--- config.mk ---
export PLATFORM = sky130hd
export DESIGN_NAME = websocket_frame_deframer
export DESIGN_NICKNAME = d
export VERILOG_FILES = /design/src/hdl/wsdf_pkg.sv /design/src/hdl/websocket_frame_deframer.sv
export VERILOG_INCLUDE_DIRS = /design/src /design/src/hdl
export SDC_FILE = /design/constraint.sdc
export NUM_CORES = 1
export LEC_CHECK = 0
export ABC_AREA = 0
export BUFFER_PORTS_ARGS = -buffer_cell sky130_fd_sc_hd__buf_2
export CORE_ASPECT_RATIO = 0.9
export CORE_UTILIZATION = 40
export CTS_CLUSTER_SIZE = 24
export DETAILED_ROUTE_END_ITERATION = 7
export PLACE_DENSITY = 0.58
export SYNTH_ARGS = -nofsm -noshare
export SYNTH_HDL_FRONTEND = slang
export SYNTH_SLANG_ARGS = --single-unit
--- constraint.sdc ---
create_clock -name i_clk -period 6.2 [get_ports i_clk]
set_clock_uncertainty 0.1 [all_clocks]
set_input_delay 0.62 -clock i_clk [delete_from_list [all_inputs] [get_ports i_clk]]
set_output_delay 0.62 -clock i_clk [all_outputs]
set_load 0.01 [all_outputs]
--- src/hdl/websocket_frame_deframer_defines.svh ---
// ----------------------------------------------------------------------------
// WebSocket frame deframer assertion macros
// Shared macros that wrap concurrent assertions on the block's clock.
// ----------------------------------------------------------------------------
`ifndef WEBSOCKET_FRAME_DEFRAMER_DEFINES_SVH
`define WEBSOCKET_FRAME_DEFRAMER_DEFINES_SVH

// Assertion that is switched off while reset is held.
`define WSDF_ASSERT(label, prop, msg) \
    label: assert property (@(posedge i_clk) disable iff (!i_rst_n) prop) else $error(msg);

// Assertion that is checked during reset as well.
`define WSDF_ASSERT_ALWAYS(label, prop, msg) \
    label: assert property (@(posedge i_clk) prop) else $error(msg);

`endif

--- src/hdl/wsdf_pkg.sv ---
// ----------------------------------------------------------------------------
// WebSocket frame deframer package
// Item types, parse phases and header constants of the deframer.
// ----------------------------------------------------------------------------
package wsdf_pkg;

    // One byte of a received buffer.
    typedef struct packed {
        logic [7:0] data_byte;
        logic       buffer_end;
    } t_in_item;

    // One result of the deframer.
    typedef struct packed {
        logic [7:0]  payload_byte;
        logic        is_payload;
        logic [1:0]  status;
        logic        last;
        logic        fin;
        logic [3:0]  opcode;
        logic        masked;
        logic [31:0] decoded_len;
        logic [32:0] frame_bytes;
    } t_out_item;

    // Parse phase of the frame at the start of the buffer.
    typedef enum logic [2:0] {
        PH_HDR0,
        PH_HDR1,
        PH_EXTLEN,
        PH_MASK,
        PH_PAYLOAD,
        PH_DONE
    } t_phase;

    // Result status codes.
    localparam logic [1:0] STATUS_RUN   = 2'd0;
    localparam logic [1:0] STATUS_DONE  = 2'd1;
    localparam logic [1:0] STATUS_SHORT = 2'd2;

    // Seven-bit length codes that select an extended length field.
    localparam logic [6:0] LEN_EXT16 = 7'd126;
    localparam logic [6:0] LEN_EXT64 = 7'd127;

    // Header lengths in bytes, without the mask key.
    localparam logic [3:0] HDR_LEN_BASE  = 4'd2;
    localparam logic [3:0] HDR_LEN_EXT16 = 4'd4;
    localparam logic [3:0] HDR_LEN_EXT64 = 4'd10;
    localparam logic [3:0] MASK_KEY_LEN  = 4'd4;

endpackage

--- src/hdl/websocket_frame_deframer.sv ---
// ----------------------------------------------------------------------------
// WebSocket frame deframer
// Parses the frame at the start of a received buffer and unmasks its payload.
// ----------------------------------------------------------------------------
// Usage
// The input channel carries one byte of a received buffer per item, with
// buffer_end set on the final byte. The frame at the start of the buffer is
// parsed: header bytes produce no result, each payload byte produces one
// unmasked result item, and the last payload byte is marked complete with
// the frame size. A zero-length frame completes on its final header byte.
// If the buffer ends before the frame is complete, one item with the
// incomplete status closes the run. Bytes after the frame produce nothing.
// An accepted item waits in the input register, is parsed from there, and
// its result is registered into the output register, which offers it on
// the output channel. Throughput: one item per cycle while the receiver
// takes the results, since the whole state update of the parser is a
// single registered step.
// When the receiver stalls, the result waits in the output register while
// one further item is taken into the input register; ready then falls
// until the output item is taken. Reset empties both registers and puts
// the parser back to expecting the first header byte of a buffer.
// ----------------------------------------------------------------------------
`include "websocket_frame_deframer_defines.svh"

module websocket_frame_deframer (
    input  logic                 i_clk,
    input  logic                 i_rst_n,
    input  logic                 i_in_valid,
    output logic                 o_in_ready,
    input  wsdf_pkg::t_in_item   i_in_data,
    output logic                 o_out_valid,
    input  logic                 i_out_ready,
    output wsdf_pkg::t_out_item  o_out_data
);
    import wsdf_pkg::*;

    // Input register and output register.
    logic        r_in_valid;
    t_in_item    r_in;
    logic        r_out_valid;
    t_out_item   r_out;

    // Parser state.
    t_phase      r_phase,         n_phase;
    logic [3:0]  r_header_count,  n_header_count;
    logic [31:0] r_length,        n_length;
    logic [31:0] r_mask_key,      n_mask_key;
    logic        r_mask_flag,     n_mask_flag;
    logic        r_fin,           n_fin;
    logic [3:0]  r_opcode,        n_opcode;
    logic [31:0] r_payload_count, n_payload_count;
    logic [3:0]  r_header_len,    n_header_len;

    // Step results of the byte in the input register.
    t_phase      step_phase;
    logic        step_complete;
    logic        step_carry;
    logic [7:0]  step_pbyte;
    logic [6:0]  len7;
    logic [7:0]  key_byte;
    logic        step_emit;
    logic        length_known;
    t_out_item   result;

    logic        stage_advance;
    logic        proc_fire;

    // The parse stage moves whenever the output register is free or being
    // emptied; a byte that causes no result simply retires.
    assign stage_advance = !r_out_valid || i_out_ready;
    assign proc_fire     = r_in_valid && stage_advance;
    assign o_in_ready    = !r_in_valid || stage_advance;
    assign o_out_valid   = r_out_valid;
    assign o_out_data    = r_out;

    // Next state of the parser.
    always_comb begin
        step_phase      = r_phase;
        n_header_count  = r_header_count;
        n_length        = r_length;
        n_mask_key      = r_mask_key;
        n_mask_flag     = r_mask_flag;
        n_fin           = r_fin;
        n_opcode        = r_opcode;
        n_payload_count = r_payload_count;
        n_header_len    = r_header_len;
        step_complete   = 1'b0;
        step_carry      = 1'b0;
        step_pbyte      = 8'd0;
        len7            = r_in.data_byte[6:0];
        key_byte        = 8'd0;

        case (r_phase)
            PH_HDR0: begin
                n_fin           = r_in.data_byte[7];
                n_opcode        = r_in.data_byte[3:0];
                n_mask_flag     = 1'b0;
                n_length        = 32'd0;
                n_mask_key      = 32'd0;
                n_payload_count = 32'd0;
                n_header_count  = 4'd1;
                n_header_len    = HDR_LEN_BASE;
                step_phase      = PH_HDR1;
            end
            PH_HDR1: begin
                n_mask_flag    = r_in.data_byte[7];
                n_header_count = 4'd2;
                if (len7 inside {LEN_EXT16, LEN_EXT64}) begin
                    n_header_len = ((len7 == LEN_EXT16) ? HDR_LEN_EXT16 : HDR_LEN_EXT64)
                                 + (r_in.data_byte[7] ? MASK_KEY_LEN : 4'd0);
                    n_length     = 32'd0;
                    step_phase   = PH_EXTLEN;
                end else begin
                    n_header_len = HDR_LEN_BASE + (r_in.data_byte[7] ? MASK_KEY_LEN : 4'd0);
                    n_length     = {25'd0, len7};
                    if (r_in.data_byte[7]) begin
                        step_phase = PH_MASK;
                    end else if (len7 == 7'd0) begin
                        step_phase    = PH_DONE;
                        step_complete = 1'b1;
                    end else begin
                        step_phase = PH_PAYLOAD;
                    end
                end
            end
            PH_EXTLEN: begin
                // A 64-bit length keeps only its low 32 bits by shifting through.
                n_length       = {r_length[23:0], r_in.data_byte};
                n_header_count = r_header_count + 4'd1;
                if (n_header_count == (r_mask_flag ? r_header_len - MASK_KEY_LEN
                                                   : r_header_len)) begin
                    if (r_mask_flag) begin
                        step_phase = PH_MASK;
                    end else if (n_length == 32'd0) begin
                        step_phase    = PH_DONE;
                        step_complete = 1'b1;
                    end else begin
                        step_phase = PH_PAYLOAD;
                    end
                end
            end
            PH_MASK: begin
                n_mask_key     = {r_mask_key[23:0], r_in.data_byte};
                n_header_count = r_header_count + 4'd1;
                if (n_header_count == r_header_len) begin
                    if (r_length == 32'd0) begin
                        step_phase    = PH_DONE;
                        step_complete = 1'b1;
                    end else begin
                        step_phase = PH_PAYLOAD;
                    end
                end
            end
            PH_PAYLOAD: begin
                case (r_payload_count[1:0])
                    2'd0:    key_byte = r_mask_key[31:24];
                    2'd1:    key_byte = r_mask_key[23:16];
                    2'd2:    key_byte = r_mask_key[15:8];
                    default: key_byte = r_mask_key[7:0];
                endcase
                step_pbyte      = r_in.data_byte ^ (r_mask_flag ? key_byte : 8'd0);
                step_carry      = 1'b1;
                n_payload_count = r_payload_count + 32'd1;
                if (n_payload_count == r_length) begin
                    step_phase    = PH_DONE;
                    step_complete = 1'b1;
                end
            end
            default: begin
                // Bytes after the frame are ignored.
            end
        endcase

        // Any buffer end returns the parser to the first header byte.
        n_phase = r_in.buffer_end ? PH_HDR0 : step_phase;
    end

    // Result of the byte in the input register.
    always_comb begin
        length_known = (step_phase == PH_MASK) || (step_phase == PH_PAYLOAD)
                    || (step_phase == PH_DONE);
        step_emit    = step_complete || step_carry
                    || (r_in.buffer_end && (r_phase != PH_DONE));

        result.is_payload = step_carry && (step_complete || !r_in.buffer_end);
        result.payload_byte = result.is_payload ? step_pbyte : 8'd0;
        if (step_complete) begin
            result.status = STATUS_DONE;
        end else if (r_in.buffer_end) begin
            result.status = STATUS_SHORT;
        end else begin
            result.status = STATUS_RUN;
        end
        result.last        = (result.status != STATUS_RUN);
        result.fin         = n_fin;
        result.opcode      = n_opcode;
        result.masked      = n_mask_flag;
        result.decoded_len = length_known ? n_length : 32'd0;
        result.frame_bytes = step_complete ? ({29'd0, n_header_len} + {1'b0, n_length})
                                           : 33'd0;
    end

    // Registers.
    always_ff @(posedge i_clk) begin
        if (!i_rst_n) begin
            r_in_valid      <= 1'b0;
            r_out_valid     <= 1'b0;
            r_phase         <= PH_HDR0;
            r_header_count  <= 4'd0;
            r_length        <= 32'd0;
            r_mask_key      <= 32'd0;
            r_mask_flag     <= 1'b0;
            r_fin           <= 1'b0;
            r_opcode        <= 4'd0;
            r_payload_count <= 32'd0;
            r_header_len    <= HDR_LEN_BASE;
        end else begin
            if (o_in_ready) begin
                r_in_valid <= i_in_valid;
            end
            if (stage_advance) begin
                r_out_valid <= proc_fire && step_emit;
            end
            if (proc_fire) begin
                r_phase         <= n_phase;
                r_header_count  <= n_header_count;
                r_length        <= n_length;
                r_mask_key      <= n_mask_key;
                r_mask_flag     <= n_mask_flag;
                r_fin           <= n_fin;
                r_opcode        <= n_opcode;
                r_payload_count <= n_payload_count;
                r_header_len    <= n_header_len;
            end
        end
    end

    // Payload registers, no reset needed.
    always_ff @(posedge i_clk) begin
        if (o_in_ready) begin
            r_in <= i_in_data;
        end
        if (stage_advance) begin
            r_out <= result;
        end
    end

    // Assertions.
    `WSDF_ASSERT(a_last_matches_status,
        r_out_valid |-> (r_out.last == (r_out.status != STATUS_RUN)),
        "last flag disagrees with status")
    `WSDF_ASSERT(a_no_payload_when_short,
        (r_out_valid && r_out.is_payload) |-> (r_out.status != STATUS_SHORT),
        "payload byte carried on an incomplete result")
    `WSDF_ASSERT(a_buffer_end_rewinds,
        (proc_fire && r_in.buffer_end) |=> (r_phase == PH_HDR0),
        "parser not rewound after buffer end")
    `WSDF_ASSERT(a_payload_count_bound,
        (r_phase == PH_PAYLOAD) |-> (r_payload_count < r_length),
        "payload count reached length inside payload phase")
    `WSDF_ASSERT_ALWAYS(a_reset_empties,
        !i_rst_n |=> (!r_in_valid && !r_out_valid),
        "registers not emptied by reset")

endmodule

==> impl.org, run 1 <==
** Run status
- Outcome :: finished clean

** Worst setup path
- Arrival time reported for the critical path endpoint :: 4.96 ns
- Crit Path Max Fanout :: 18
- Across all register-to-register paths, the minimum setup slack is 1.46 ns.
- The worst setup path is of the reg2reg kind.
- Largest stage delay on the critical path :: 0.75 ns
- At the worst endpoint, the required time is 6.42 ns.
- Nature of the critical path endpoint :: flip-flop
- Walking the worst path, the cells encountered are nor2b_1 > o21ai_0 > a21oi_1 > a22oi_1 > inv_1 > ha_1 > inv_1 > fa_1 > nor2b_1 > o21ai_0 > nand2b_1 > o211ai_1 > buf_4 > nor4_2 > nand2_1 > nor4_1.
- The worst register-to-register path ends at o_out_data[32].
- Critical register-to-register path startpoint :: r_phase[0]
- The critical path contains buffers and inverters numbering 3 combined.
- The number of cells on the worst reg-to-reg path is 16.
- The kind of cell with the highest combined delay along the critical path is simple AND/OR/NAND/NOR gates.
- STA classifies the critical path startpoint as a flip-flop.
- The slowest stage of the critical path is the sky130_fd_sc_hd__dfxtp_1 cell.

** STA
- Setup TNS after final layout :: 0 ns
- Setup repair after global routing left no endpoint under its margin.
- The max-slew violation count came to 0.
- Final setup violating endpoints :: 0
- Least setup slack across all paths after layout :: 1.46 ns
- Post-route fraction of the period consumed by the critical path :: 76.5%
- The worst pin sits at a relative slew slack of 35.8%.
- Slew at the pin with the worst max-slew slack :: 0.960 ns
- The total count of hold-check failures in the final report came to 0.
- The worst path needs 4.74 ns of the cycle, external delays included.
- Max Clock Freq :: 211 MHz

** Clock tree
- Counting along the longest clock path gives a buffer depth of 3.
- Source-to-sink clock delay at the later pin of the worst-skew pair :: 0.53 ns
- TritonCTS created 24 clock buffers.
- Clock-pin slew on the worst setup and hold paths :: 0.06 ns
- Post-CTS sizing :: 0
- Buffers added to address setup during post-CTS repair amount to 0.
- After clock tree synthesis, the flow added hold-fix buffers numbering 0.
- TritonCTS built the clock tree.
- Count of H-tree levels built during CTS :: 1
- The tree is rooted in a sky130_fd_sc_hd__clkbuf_16.
- The tree built by TritonCTS fans out to 207 sinks.

** GRT
- Global routing used 21.1% of the available tracks across all layers.
- Initial antenna violation count :: 0
- Pin count of the biggest net entering global routing :: 76
- For this run the aggregate overflow at the end of global routing stands at 0.
- Wire length of the first global-routing pass :: 46800 um
- The number of global-route vias before repair came to 8295.

** Synthesis
- Number of instances in the synthesized netlist :: 1208
- Counting distinct cell types in the post-synthesis netlist gives 74.
- By count the netlist is led by sky130_fd_sc_hd__nor2_1 (162), sky130_fd_sc_hd__nand2_1 (133), sky130_fd_sc_hd__dfxtp_1 (115).
- By area the synthesized netlist is led by sky130_fd_sc_hd__edfxtp_1 (25%), sky130_fd_sc_hd__dfxtp_1 (21%), sky130_fd_sc_hd__nor2_1 (5.6%).
- Counting every net in the synthesized netlist gives 1232.
- The most used flip-flop cell after synthesis is sky130_fd_sc_hd__dfxtp_1.
- Number of storage elements in the synthesis netlist :: 207
- Avg Inst Size Synth :: 8.98 um^2
- The Yosys step of the flow raised 0 warnings.
- The biggest area contributor in the post-synthesis netlist is sky130_fd_sc_hd__edfxtp_1.
- Portion of synthesized cell area occupied by the leading cell type :: 25.5%
- Count of flip-flops with a built-in enable after synthesis :: 92
- Among all cell types in the netlist, the one instantiated most often is sky130_fd_sc_hd__nor2_1.
- Sequential fraction of the synthesis area :: 46.7%
- Counting flops with an async set or reset pin after synthesis yields a share of 0%.
- After synthesis the cells add up to 0.0109 mm^2.

** Placement
- In this run the tool buffered the top-level ports with 97 buffer cells.
- Once detailed placement completed, the half-perimeter wirelength came to 20100 um.
- Final weighted congestion in routability-driven placement :: 0.893
- Prior to clock tree synthesis, the placed netlist has a worst setup slack of 1.51 ns.
- In this run, placement finished with an instance count of 1580.

** Detailed routing
- Detailed routing inserted a total of 9206 vias.
- The detailed router finished its first iteration with 978 violations.
- After detailed routing, the number of remaining DRC violations is 0.
- After detailed routing, the average wire length per cell comes to 18.2 um.
- The routed design has 29500 um of wire.
- First-pass detailed-route iteration total :: 5
- Average vias per placed instance :: 5.67
- The detail route stage leaves a number of antenna-violating nets equal to 0.

** Min path
- The startpoint identified for the worst hold timing path is i_in_data[1].
- Counting instances, the worst hold path has a depth of 1.
- Worst hold path endpoint :: len7[0]
- Worst min-delay path class :: in2reg

** Flow run
- Across the run, the number of max-cap violations was 0.

** Cells and area
- The count of cells in the finished layout, fillers not included, comes to 1624.
- Final net count :: 1282
- The number of antenna diodes in the final layout is 0.
- Fraction of layout cells with a size suffix above 1 :: 15.0%
- Filler Cells Inserted :: 2535
- Layout overhead on the synthesized area :: 13.5%

** Power
- The design draws 3.11 mW.
- VDD sags by at most 0.166 mV.
- The analysis attributes to cell leakage a power of 4.40 nW.
- Power density of the placed cells :: 252 mW/mm^2

** Die
- Once the floorplan was initialized, standard cells occupied 41.2% of the core.
- Measured along the y axis, the die boundary spans 158 um.
- During I/O placement, the number of pins put on the boundary was 98.
- Measured along the x axis, the die boundary spans 176 um.
- Floorplan row count :: 56
- After floorplanning, the core was sized to cover 0.0263 mm^2.
- Die Footprint :: 0.0278 mm^2
## registers in the layout, summed over array words and instances (netlist names)
| register | flops |
|---|---|
| len7 | 7 |
| o_out_data | 83 |
| o_out_valid | 1 |
| r_fin | 1 |
| r_header_count | 4 |
| r_header_len | 4 |
| r_in | 2 |
| r_in_valid | 1 |
| r_length | 32 |
| r_mask_flag | 1 |
| r_mask_key | 32 |
| r_opcode | 4 |
| r_payload_count | 32 |
| r_phase | 3 |
## report_power, final
part | switching, mW | internal [mW]
logic | 0.129 | 0.0736
clock network | 0.568 | 0.825
registers | 0.0538 | 1.46
## through the flow
stage / cell area (um^2) / hold slack (ns) / utilization [%]
final: 12300 / 0.167 / 46.7
after global routing: 12300 / 0.147 / 46.7
after detailed placement: 11500 / 0.345 / 43.8
after global placement: 11500 / 0.338 / 43.8
after CTS: 12300 / 0.142 / 46.7
after floorplan: 10900 / 0.331 / -
## cell families (layout without fill, tap and decap cells)
group	count (synthesis)	count (layout)	synth area share, %
AND/OR/NAND/NOR	512	512	23.5
AO/OA/AOI/OAI	276	276	16.7
flip-flops	207	207	46.7
buffers and inverters	113	181	4.35
XOR/XNOR	77	77	6.22
multiplexers	12	12	1.20
adder cells (fa/ha/maj)	11	11	1.34
## how the worst max path moves through the flow
stage               slack, ns  cells past startpoint        from        endpoint
floorplan                2.38                     16  r_phase[0]  o_out_data[30]
global placement         1.78                     16  r_phase[0]  o_out_data[30]
detailed placement       1.51                     16  r_phase[0]  o_out_data[32]
CTS                      1.47                     16  r_phase[0]  o_out_data[32]
global route             0.91                     16  r_phase[0]  o_out_data[32]
finish                   1.46                     16  r_phase[0]  o_out_data[32]
## cell type report
class | instances | area (um^2) | area share (%)
clock buffers | 37 | 702 | 5.70
clock inverters | 7 | 81.3 | 0.660
inverters | 23 | 88.8 | 0.721
multi-input cells | 888 | 5330 | 43.3
flip-flops and latches | 207 | 5060 | 41.1
well taps | 348 | 435 | 3.54
repair buffers | 114 | 613 | 4.98
## layer usage
metal	vias up	part of all wire [%]	wire length, um	global-route usage, %
li1	4474	-	-	-
met1	4363	49	14400	32.3
met2	327	42	12500	30.7
met3	42	6.7	1980	3.03
met4	0	1.9	568	5.76
met5	-	0	0	0
## placed cells by master (no fill, tap or decap), types with 9 or more instances in the layout
cell type | Yosys | final
sky130_fd_sc_hd__nor3_1 | 38 | 36
sky130_fd_sc_hd__edfxtp_1 | 92 | 92
sky130_fd_sc_hd__dfxtp_1 | 115 | 115
sky130_fd_sc_hd__nand4_1 | 14 | 14
sky130_fd_sc_hd__buf_2 | 13 | 97
sky130_fd_sc_hd__o21ai_0 | 50 | 50
sky130_fd_sc_hd__nand3_1 | 52 | 52
sky130_fd_sc_hd__nor4_1 | 24 | 24
sky130_fd_sc_hd__a21oi_1 | 89 | 88
sky130_fd_sc_hd__nand2_1 | 133 | 133
sky130_fd_sc_hd__buf_4 | 2 | 17
sky130_fd_sc_hd__clkbuf_16 | 0 | 25
sky130_fd_sc_hd__xnor2_1 | 33 | 33
sky130_fd_sc_hd__and3_1 | 9 | 9
sky130_fd_sc_hd__ha_1 | 10 | 10
sky130_fd_sc_hd__xor2_1 | 44 | 44
sky130_fd_sc_hd__inv_1 | 22 | 21
sky130_fd_sc_hd__a22oi_1 | 35 | 35
sky130_fd_sc_hd__a211oi_1 | 40 | 40
sky130_fd_sc_hd__nor2_1 | 162 | 162
sky130_fd_sc_hd__nor2b_1 | 10 | 10
Power figures use the tool's default switching activity.
==> run 2, diff against run 1 <==
--- a/config.mk
+++ b/config.mk
@@ -6,13 +6,13 @@
 export SDC_FILE = /design/constraint.sdc
 export NUM_CORES = 1
 export LEC_CHECK = 0
-export ABC_AREA = 0
+export ABC_AREA = 1
 export BUFFER_PORTS_ARGS = -buffer_cell sky130_fd_sc_hd__buf_2
 export CORE_ASPECT_RATIO = 0.9
 export CORE_UTILIZATION = 40
 export CTS_CLUSTER_SIZE = 24
 export DETAILED_ROUTE_END_ITERATION = 7
-export PLACE_DENSITY = 0.58
+export PLACE_DENSITY = 0.6
 export SYNTH_ARGS = -nofsm -noshare
 export SYNTH_HDL_FRONTEND = slang
 export SYNTH_SLANG_ARGS = --single-unit
==> constraint.sdc (replaced) <==
create_clock -name i_clk -period 4.2 [get_ports i_clk]
set_clock_uncertainty 0.1 [all_clocks]
set_input_delay 0.42 -clock i_clk [delete_from_list [all_inputs] [get_ports i_clk]]
set_output_delay 0.42 -clock i_clk [all_outputs]
set_load 0.01 [all_outputs]
==> impl.org, run 2 <==
** Run status
- The flow ran to the end, and the final reports show no timing, DRC or antenna violations.

** Clock tree
- The number of sinks handled by clock tree synthesis is 207 (unchanged).
- The clock buffer count from CTS was 23 (-4.2%).
- Clock Path Buffers :: 3 (unchanged)
- Clock-pin slew on the worst setup and hold paths :: 0.06 ns (about the same)
- The number of levels in the clock H-tree is 1 (unchanged).
- TritonCTS built the clock tree.
- The source-to-sink clock delay at the later pin of the worst-skew pair came to 0.51 ns (-0.02 ns).
- The tree is rooted in a sky130_fd_sc_hd__clkbuf_16.

** Detailed routing
- The post-detailed-routing wire length is 31400 um (+6.3%).
- The via density per instance came to 5.22 (-8.0%).
- The routed wire length on met2 was 14700 um (+17%).
- The wire length on met1 is 14500 um (+0.23%).
- The DRC violation total after the first TritonRoute iteration came to 831 (-15%).
- DRT antenna net count :: 0 (unchanged)
- Vias post-DR :: 10400 (+13%)
- The detailed-routed wire length on met3 came to 1570 um (-21%).
- Routed length per placed instance :: 15.8 um (-13%)
- The first-pass iteration count of the detailed router came to 7 (+2).
- The total DRC errors in the routed layout came to 0 (unchanged).
- Highest signal layer in the routed design :: met4

** GRT
- Pin count of the biggest net entering global routing :: 86 (+13%)
- The first-pass GRT wire length came to 50200 um (+7.3%).
- The total grt overflow was 0 (unchanged).
- The number of antenna violations at the first check in global routing is 0 (unchanged).
- The number of global-route vias before repair came to 9571 (+15%).
- Global Route Usage Sum :: 20.9% (-0.24 points)

** Min path
- The startpoint identified for the worst hold timing path is i_in_data[6].
- Worst min-delay path class :: in2reg
- For hold timing, the worst endpoint is len7[5].
- The number of cells traversed by the worst hold path is 1 (unchanged).

** STA
- The worst path setup slack after routing was 0.348 ns (-1.11 ns).
- The actual slew at the worst max-slew pin was 1.00 ns (+0.0416 ns).
- Slew Limit Fails :: 0 (unchanged)
- The remaining max-slew budget at the tightest pin was 33.2% (-2.5 points).
- The final clock period utilization by the worst path came to 91.7% (+15 points).
- The setup TNS after final layout came to 0 ns (unchanged).
- The count of endpoints failing setup in the final report is 0 (unchanged).
- The upper clock frequency limit came to 260 MHz (+23%).
- The post-route minimum period is 3.85 ns (-0.888 ns).
- Final number of hold-violating endpoints :: 0 (unchanged)
- Setup repair after global routing left no endpoint under its margin.

** Worst setup path
- The internal reg-to-reg setup slack came to 0.35 ns (-1.11 ns).
- Nature of the critical path endpoint :: flip-flop
- Critical register-to-register path startpoint :: len7[1]
- Worst-case reg-to-reg path depth :: 23 (+7)
- In this run the critical register-to-register path is captured at o_out_data[27].
- Worst Path Class, Setup :: reg2reg
- The worst-path maximum fanout is 6 (-12).
- Crit path required time :: 4.37 ns (-2.05 ns)
- The worst setup path is launched from a flip-flop.
- Arrival time reported for the critical path endpoint :: 4.02 ns (-0.94 ns)

** Cells and area
- The final core area utilization was 47.6% (+0.87 points).
- The top cell types in the final layout, fill and taps aside, are sky130_fd_sc_hd__nand2_1 (318), sky130_fd_sc_hd__inv_1 (204), sky130_fd_sc_hd__a21oi_1 (129).
- Fraction of layout cells with a size suffix above 1 :: 17.9% (+2.8 points)
- The final cell count without fillers is 1988 (+22%).
- Layout overhead on the synthesized area :: 15.5%
- The number of nets at the end of the flow was 1636 (+28%).
- The flip-flop count of the largest register after layout is 83 (unchanged).
- The antenna diode count came to 0 (unchanged).
- Most frequent standard cell in the layout excluding fill and tap cells :: sky130_fd_sc_hd__nand2_1

** Power
- Net switching power figure :: 1.11 mW (+47%)
- The switching share of power was 24.0% (-0.20 points).
- The internal power summed over all cells came to 3.51 mW (+49%).
- The total power divided by cell area was 343 mW/mm^2 (+36%).
- The leakage power summed over all cells is 5.52 nW (+25%).
- The sequential share of power was 47.5% (-1.1 points).
- Clock power share :: 44.8% (about the same)
- The sum of internal, switching and leakage power was 4.62 mW (+49%).
- Maximum vdd drop :: 0.292 mV (+75%)
- Relative contribution of combinational cells to total power :: 7.7% (+1.2 points)

** Die
- The floorplan core area was 0.0283 mm^2 (+7.4%).
- The die outline area is 0.0298 mm^2 (+7.4%).
- Height of the die :: 164 um (+3.6%)
- Chip width :: 182 um (+3.6%)
- The starting density of the core came to 41.2% (about the same).
- Floorplan row count :: 58 (+3.6%)
- Boundary pin count :: 98 (unchanged)

** Synthesis
- Of all cell types, the one taking the most synthesized area is sky130_fd_sc_hd__edfxtp_1.
- Commonest cells in the netlist :: sky130_fd_sc_hd__nand2_1 (321), sky130_fd_sc_hd__inv_1 (208), sky130_fd_sc_hd__a21oi_1 (129)
- Share of async-settable or async-resettable flops after synthesis :: 0% (unchanged)
- Avg Inst Size Synth :: 7.74 um^2 (-14%)
- Nets in the synthesized netlist :: 1531 (+24%)
- Ys flop type :: sky130_fd_sc_hd__dfxtp_1
- The count of distinct cell types in the synthesized netlist came to 52 (-30%).
- Number of instances in the synthesized netlist :: 1507 (+25%)
- Library cell with the highest instance count after synthesis :: sky130_fd_sc_hd__nand2_1
- Portion of synthesized cell area occupied by the leading cell type :: 23.7% (-1.8 points)
- The number of enable flip-flop cells after synthesis is 92 (unchanged).
- The cell area after synthesis was 0.0117 mm^2 (+7.5%).
- The synthesis-stage register bit count was 207 (unchanged).
- Sequential fraction of the synthesis area :: 43.4% (-3.3 points)
- The count of yosys warnings during synthesis came to 0 (unchanged).
- By area the synthesized netlist is led by sky130_fd_sc_hd__edfxtp_1 (24%), sky130_fd_sc_hd__dfxtp_1 (20%), sky130_fd_sc_hd__nand2_1 (10%).

** Placement
- Final weighted congestion in routability-driven placement :: 0.904 (+1.2%)
- Worst slack, placed :: 0.267 ns (-1.24 ns)
- Count of buffers from port buffering :: 97 (unchanged)
- The post-DP HPWL is 22500 um (+12%).
- Placed cell count :: 1929 (+22%)

** Flow run
- Number of max-cap violations :: 0 (unchanged)
==> run 2: worst max-delay path: stages (launching register included) <==
cell	delay [ns]
sky130_fd_sc_hd__edfxtp_1	0.39
sky130_fd_sc_hd__inv_2	0.07
sky130_fd_sc_hd__nor3_1	0.19
sky130_fd_sc_hd__nand2_1	0.11
sky130_fd_sc_hd__nand2_1	0.12
sky130_fd_sc_hd__nor2_4	0.04
sky130_fd_sc_hd__inv_1	0.07
sky130_fd_sc_hd__nand2_1	0.05
sky130_fd_sc_hd__inv_1	0.09
sky130_fd_sc_hd__nor3_1	0.06
sky130_fd_sc_hd__a21oi_1	0.38
sky130_fd_sc_hd__inv_1	0.14
sky130_fd_sc_hd__ha_1	0.32
sky130_fd_sc_hd__a21oi_1	0.07
sky130_fd_sc_hd__nor2_1	0.14
sky130_fd_sc_hd__nor2_1	0.06
sky130_fd_sc_hd__nor2_1	0.12
sky130_fd_sc_hd__o21ai_1	0.12
sky130_fd_sc_hd__nor2_4	0.24
sky130_fd_sc_hd__nand4_4	0.16
sky130_fd_sc_hd__nor3_4	0.27
sky130_fd_sc_hd__nand2_1	0.12
sky130_fd_sc_hd__o21ai_1	0.14
sky130_fd_sc_hd__nor2_1	0.05
==> run 2: metrics by stage <==
stage / hold WS, ns / cell area (um^2)
finish: 0.0233 / 13500
global route: 0.0123 / 13500
CTS: 0.00609 / 13400
floorplan: 0.346 / 11700
global placement: 0.354 / 12500
detailed placement: 0.361 / 12500
==> run 2: cell type report <==
type,count,area (um^2)
Tap cell,360,450
Clock buffer,29,628
Sequential cell,207,5070
Inverter,221,833
Multi-Input combinational cell,1023,5520
Clock inverter,12,141
Timing Repair Buffer,136,836
Fill cell,2823,14800
==> run 2: power by group through the flow <==
stage	combinational (mW)	sequential, mW	clock, mW
after global placement	0.338	2.24	0
after CTS	0.347	2.20	2.11
final	0.356	2.20	2.07
after floorplan	0.218	2.25	0
after global routing	0.391	2.20	2.18
after detailed placement	0.340	2.24	0
==> run 2: how the worst max path moves through the flow <==
stage                      from        endpoint  slack (ns)  cells after the start
floorplan           i_out_ready  r_mask_key[14]        0.35                      9
global placement        len7[1]  o_out_data[30]        0.38                     24
detailed placement      len7[1]  o_out_data[30]        0.27                     24
CTS                     len7[1]  o_out_data[30]        0.24                     24
global route            len7[3]  o_out_data[24]        0.01                     25
finish                  len7[1]  o_out_data[27]        0.35                     23
==> run 2: routing by layer <==
| metal | vias up | GRT usage (%) |
|---|---|---|
| li1 | 5197 | - |
| met1 | 4854 | 28.5 |
| met2 | 274 | 35.7 |
| met3 | 45 | 2.24 |
| met4 | 0 | 4.77 |
| met5 | - | 0 |
==> run 2: repair_timing <==
action / in CTS / in global routing
setup endpoints to repair: 0 / 12
endpoints found under the hold margin: 8 / 0
setup buffers: 0 / 10
resized for setup: 0 / 13
hold buffers: 8 / 0
==> run 2: cell families after synthesis <==
logic type,synth area share (%)
DFF,43.4
xor gates and xnor gates,2.30
adders and majority gates,1.24
AOI/OAI and AO/OA,13.2
and+or+nand+nor,30.2
buffers and inverters,9.70
